===== src/mdms_pkg.sv =====
`timescale 1ns / 1ps
// ----------------------------------------------------------------------------
// mdms_pkg
// Shared types and constants for the data-memory stage: transfer payloads,
// access codes and the control and status bundles between the controller
// and the datapath.
// ----------------------------------------------------------------------------
package mdms_pkg;

    // default memory size in bytes
    localparam int MEM_BYTES_DEFAULT = 1024;

    // access command codes
    localparam logic [1:0] CMD_NONE  = 2'd0;
    localparam logic [1:0] CMD_LOAD  = 2'd1;
    localparam logic [1:0] CMD_STORE = 2'd2;

    // access size codes
    localparam logic [2:0] SIZE_WORD   = 3'd0;
    localparam logic [2:0] SIZE_HALF_S = 3'd1;
    localparam logic [2:0] SIZE_HALF_U = 3'd2;
    localparam logic [2:0] SIZE_BYTE_S = 3'd3;
    localparam logic [2:0] SIZE_BYTE_U = 3'd4;

    // request payload
    typedef struct packed {
        logic [1:0]  cmd;
        logic [2:0]  access_size;
        logic [31:0] byte_address;
        logic [31:0] store_value;
        logic        is_halt;
    } req_item_t;

    // response payload
    typedef struct packed {
        logic [31:0] load_value;
        logic        overflow_flag;
        logic        misalign_flag;
        logic        halt_seen;
    } rsp_item_t;

    // commands from controller to datapath
    typedef struct packed {
        logic clear_en;
        logic capture;
        logic mem_en;
        logic finish;
    } ctl_t;

    // status from datapath to controller
    typedef struct packed {
        logic clear_done;
    } sts_t;

endpackage


===== src/mdms_ctrl.sv =====
`timescale 1ns / 1ps
// ----------------------------------------------------------------------------
// mdms_ctrl
// Controller of the data-memory stage: runs the memory clearing sweep after
// reset, then steps each transfer through capture, memory access and result.
// ----------------------------------------------------------------------------
module mdms_ctrl (
    input  logic          clk,
    input  logic          rst_n,
    input  logic          req_valid,
    output logic          req_stall,
    output logic          rsp_valid,
    input  logic          rsp_stall,
    input  mdms_pkg::sts_t sts,
    output mdms_pkg::ctl_t ctl
);

    typedef enum logic [1:0] {
        ST_CLEAR,
        ST_IDLE,
        ST_MEM,
        ST_FMT
    } state_t;

    state_t state_reg;
    state_t state_next;
    logic   rsp_valid_reg;
    logic   rsp_valid_next;
    logic   rsp_free;

    // response register can take a new result
    assign rsp_free = !rsp_valid_reg || !rsp_stall;

    // next state and commands
    always_comb
    begin
        state_next   = state_reg;
        ctl          = '0;
        rsp_valid_next = rsp_valid_reg && rsp_stall;
        case (state_reg)
            ST_CLEAR:
            begin
                ctl.clear_en = 1'b1;
                if (sts.clear_done)
                begin
                    state_next = ST_IDLE;
                end
            end
            ST_IDLE:
            begin
                if (req_valid)
                begin
                    ctl.capture = 1'b1;
                    state_next  = ST_MEM;
                end
            end
            ST_MEM:
            begin
                ctl.mem_en = 1'b1;
                state_next = ST_FMT;
            end
            ST_FMT:
            begin
                if (rsp_free)
                begin
                    ctl.finish     = 1'b1;
                    rsp_valid_next = 1'b1;
                    state_next     = ST_IDLE;
                end
            end
            default:
            begin
                state_next = ST_IDLE;
            end
        endcase
    end

    // state and registered outputs
    always_ff @(posedge clk or negedge rst_n)
    begin
        if (!rst_n)
        begin
            state_reg     <= ST_CLEAR;
            rsp_valid_reg <= 1'b0;
        end
        else
        begin
            state_reg     <= state_next;
            rsp_valid_reg <= rsp_valid_next;
        end
    end

    assign req_stall = (state_reg != ST_IDLE);
    assign rsp_valid = rsp_valid_reg;

endmodule


===== config.mk =====
export PLATFORM = sky130hd
export DESIGN_NAME = mdms_ctrl
export DESIGN_NICKNAME = d
export VERILOG_FILES = /design/src/mdms_pkg.sv /design/src/mdms_ctrl.sv
export SDC_FILE = /design/constraint.sdc
export NUM_CORES = 1
export LEC_CHECK = 0
export BUFFER_PORTS_ARGS = -buffer_cell sky130_fd_sc_hd__buf_2
export CORE_AREA = 5 5 42 44
export DETAILED_ROUTE_END_ITERATION = 10
export DIE_AREA = 0 0 47 49
export PLACE_DENSITY = 0.47
export SETUP_SLACK_MARGIN = 0.05
export SYNTH_ARGS = -nofsm -noshare
export SYNTH_HDL_FRONTEND = slang
export SYNTH_SLANG_ARGS = --single-unit

===== constraint.sdc =====
create_clock -name clk -period 2.7 [get_ports clk]
set_input_delay 0.675 -clock clk [delete_from_list [all_inputs] [get_ports clk]]
set_output_delay 0.675 -clock clk [all_outputs]
set_load 0.01 [all_outputs]

# Yosys cells after proc, flatten, opt, wreduce, memory -nomap -nowiden
# Index checks and enable logic that the tools add are counted.
word_totals:
  reg_bits: 3
  input_bits: 5
  output_inout_bits: 6
  elab_cells: 27
op_classes:
  eq_ne: 7
  n_mux: 12
  n_reduce_logical: 6
ops:
  columns: ["op", "n"]
  rows:
  - ["1-bit two-way mux", 8]
  - ["2-bit case mux with 4 select lines", 1]
  - ["2-bit two-way mux", 3]
  - ["2-bit inequality test, second input constant", 3]
  - ["2-bit equality test, second input constant", 2]
  - ["3-bit AND reduction", 1]
  - ["2-bit by 1-bit equality test with 1-bit output, second input constant", 1]
  - ["1-bit zero test", 2]
  - ["2-bit zero test", 1]
  - ["2-bit by 1-bit inequality test with 1-bit output, second input constant", 1]
  - ["1-bit logical AND", 1]
  - ["1-bit logical OR", 1]

# Longest topological paths before layout
depth:
  depth_word: 4
  ltp_mapped: 5
  depth_no_buf: 5

# Worst setup path after synthesis
# No wires, ideal clock.
synth_path:
  path_kind: "in2out"
  startpoint: "in rsp_stall"
  endpoint: "out ctl[0] (netlist name)"
  arrival_ns: 0.956
  required_ns: 2.025
  setup_slack_ns: 1.069
  path_stages: 1
  path_buffers: 0
  cell_sequence: "a21boi_0"
synth_between:
  elab_chain_len: 4
synth_lines:
  columns: ["item", "line", "rtl"]
  rows:
  - ["from (decl)", "mdms_ctrl.sv:13", "input logic rsp_stall,"]
  - ["1-bit zero test", "mdms_ctrl.sv:32", "assign rsp_free = !rsp_valid_reg || !rsp_stall;"]
  - ["1-bit logical OR", "mdms_ctrl.sv:32", null]
  - ["1-bit two-way mux", "mdms_ctrl.sv:64", "if (rsp_free)"]
  - ["1-bit two-way mux", "mdms_ctrl.sv:40", "case (state_reg)"]
  - ["to (decl)", "mdms_ctrl.sv:15", "output mdms_pkg::ctl_t ctl"]
# Every way passes these cells.

==> impl_metrics.env <==
export IMPL_rows=14
export IMPL_timing_final_hold_violations=0
export IMPL_input_output_buffers=10
export IMPL_mappedNetlistNets=27
export IMPL_ctsLongestPathBuffers=2
export IMPL_final_setup_skew_ps=1.41
export IMPL_dieHeight_um=49
export IMPL_grt_setup_unrepaired="false"
export IMPL_finalSetupViolations=0
export IMPL_required_ps=2030
export IMPL_route_vias_total=171
export IMPL_drv_max_cap_violation_count=0
export IMPL_grt_overflow_total=0
export IMPL_final_min_clock_period_ps=1850
export IMPL_hold_worst_slack_ps=234
export IMPL_wl_um=458
export IMPL_cts_clk_slew_worst_paths_ps=40
export IMPL_number_of_buffers_added_to_fix_hold_violations_after_cts=0
export IMPL_pin_count=11
export IMPL_floorplan_die_width_um=47
export IMPL_criticalPathCategory="flop to primary output"
export IMPL_power_per_cell_area_nw_per_um2=1210
export IMPL_synth_sequential_area_ratio=0.337
export IMPL_design_area_um2=319
export IMPL_synthesis_stage_register_bit_count=3
export IMPL_min_period_over_period=0.686
export IMPL_max_freq_mhz=540
export IMPL_route_detailed_wl_per_inst_um=9.54
export IMPL_synth_warning_count=0
export IMPL_syn_instance_count=18
export IMPL_post_place_cells=44
export IMPL_cts_resized=0
export IMPL_design_final_nets=42
export IMPL_worst_slew_pin_slew_ps=205
export IMPL_largest_register_ffs=2
export IMPL_cts_root_buffer="sky130_fd_sc_hd__clkbuf_4"
export IMPL_number_of_global_route_vias_before_repair=192
export IMPL_numCtsBuffers=3
export IMPL_filler_cell_count=163
export IMPL_min_path_type="primary input to asynchronous set/reset pin"
export IMPL_initial_antenna_violation_count=0
export IMPL_cts_num_sinks=3
export IMPL_slew_headroom=0.864
export IMPL_htree_num_levels=1
export IMPL_drtPass1Iterations=2
export IMPL_initial_core_utilization=0.159
export IMPL_area_used_by_multi_input_combinational_logic_um2=133
export IMPL_ff_latch_area_um2=75.1
export IMPL_post_dp_cell_area_um2=293
export IMPL_maxSlewViolCount=0
export IMPL_mapped_area_um2=223
export IMPL_die_area_um2=2300
export IMPL_cts_setup_buffers=0
export IMPL_core_area_um2=1400
export IMPL_result_of_the_run="finished clean"
export IMPL_total_leakage_power_nw=0.170
export IMPL_crit_path_start_kind="flop"
export IMPL_grt_pass1_wl_um=752
export IMPL_antenna_diode_count=0
export IMPL_syn2layout_area_growth_pct=43.3
export IMPL_post_synth_cell_area_avg_um2=12.4
export IMPL_endpoint_kind="primary output"
export IMPL_pin_count_of_the_biggest_net_entering_global_routing=5
export IMPL_remaining_drc_errors=0
export IMPL_synth_lib_cells_used_distinct=11
export IMPL_ant_nets=0
export IMPL_setup_total_negative_slack_ps=0
export IMPL_dpl_hpwl_um=352
export IMPL_critPathArrivalTime_ps=1180
export IMPL_gp_congestion=0.608
export IMPL_maximum_net_fanout_on_the_critical_path=4
export IMPL_vdd_drop_max_mv=0.506
export IMPL_final_instance_count_excl_fill=48
export IMPL_drive_above_1_share=0.531
export IMPL_total_power_mw=0.387
export IMPL_drt_iter0_markers=2
export IMPL_avgViaCountPerCell=3.56
export IMPL_clock_tree_from_tritoncts="built"
export IMPL_insertion_delay_ps=230
export IMPL_grt_usage=0.0479
[layout by cell type (no fill, tap or decap)]
| master | synthesis | final |
|---|---|---|
| sky130_fd_sc_hd__clkbuf_4 | 0 | 3 |
| sky130_fd_sc_hd__a21boi_0 | 1 | 1 |
| sky130_fd_sc_hd__inv_1 | 3 | 3 |
| sky130_fd_sc_hd__clkbuf_1 | 0 | 1 |
| sky130_fd_sc_hd__a21o_1 | 1 | 1 |
| sky130_fd_sc_hd__inv_2 | 1 | 1 |
| sky130_fd_sc_hd__dfrtp_1 | 3 | 3 |
| sky130_fd_sc_hd__mux2_4 | 1 | 1 |
| sky130_fd_sc_hd__buf_2 | 0 | 10 |
| sky130_fd_sc_hd__nand3_2 | 1 | 1 |
| sky130_fd_sc_hd__ha_1 | 4 | 4 |
| sky130_fd_sc_hd__o221ai_4 | 1 | 1 |
| sky130_fd_sc_hd__mux2i_1 | 1 | 1 |
| sky130_fd_sc_hd__and2_1 | 1 | 1 |
[per-layer routing]
| layer | global-route usage | share of wire | up-vias |
|---|---|---|---|
| met4 | 0.0415 | 0 | 0 |
| met5 | 0 | 0 | - |
| met1 | 0.0527 | 0.46 | 73 |
| li1 | - | - | 87 |
| met2 | 0.0656 | 0.39 | 11 |
| met3 | 0.0221 | 0.15 | 0 |
[stage by stage]
stage / setup WS, ps / utilization
floorplan: 1070 / -
global placement: 952 / 0.209
detailed placement: 938 / 0.209
CTS: 828 / 0.228
global route: 706 / 0.228
finish: 848 / 0.228
[worst max-delay path: stages, from the launching register on]
cell,delay [ps]
sky130_fd_sc_hd__dfrtp_1,380
sky130_fd_sc_hd__inv_1,80
sky130_fd_sc_hd__ha_1,220
sky130_fd_sc_hd__and2_1,140
sky130_fd_sc_hd__buf_2,130
[cells in the mapped netlist]
cell type                  number  area share
sky130_fd_sc_hd__nand3_2        1       0.045
sky130_fd_sc_hd__o221ai_4       1        0.12
sky130_fd_sc_hd__and2_1         1       0.028
sky130_fd_sc_hd__a21o_1         1       0.034
sky130_fd_sc_hd__inv_1          3       0.051
sky130_fd_sc_hd__a21boi_0       1       0.034
sky130_fd_sc_hd__dfrtp_1        3        0.34
sky130_fd_sc_hd__mux2_4         1       0.067
sky130_fd_sc_hd__ha_1           4        0.22
sky130_fd_sc_hd__mux2i_1        1       0.045
sky130_fd_sc_hd__inv_2          1       0.017
[final timing paths]
path                                    from            to  slack, ps  cells past startpoint
max in group asynchronous              rst_n  state_reg[0]       2360                      1
worst max register to register  state_reg[0]  state_reg[1]       1310                      5
worst max-delay path            state_reg[1]        ctl[2]        850                      4
worst min register to register     rsp_valid     rsp_valid        540                      1
worst min-delay path                   rst_n     rsp_valid        230                      1
min in group clk                   rsp_valid     rsp_valid        540                      1
[final cells by class]
| class | count | share of cell area |
|---|---|---|
| Inverter | 4 | 0.0471 |
| Clock buffer | 4 | 0.0824 |
| Multi-Input combinational cell | 11 | 0.416 |
| Sequential cell | 3 | 0.235 |
| Tap cell | 16 | 0.0627 |
| Timing Repair Buffer | 10 | 0.157 |
[power breakdown]
part / leakage (nW) / internal, mW / switching [mW]
clock network: 0.0150 / 0.0554 / 0.0232
logic: 0.121 / 0.110 / 0.107
registers: 0.0341 / 0.0694 / 0.0224
total: 0.170 / 0.234 / 0.153
[kinds of logic after synthesis]
logic type	Yosys count	synth area share
AO/OA/AOI/OAI	3	0.185
adder cells (fa/ha/maj)	4	0.225
buffers and inverters	4	0.0674
flip-flops	3	0.337
multiplexers	2	0.112
AND/OR/NAND/NOR	2	0.0731
Power figures use the tool's default switching activity.
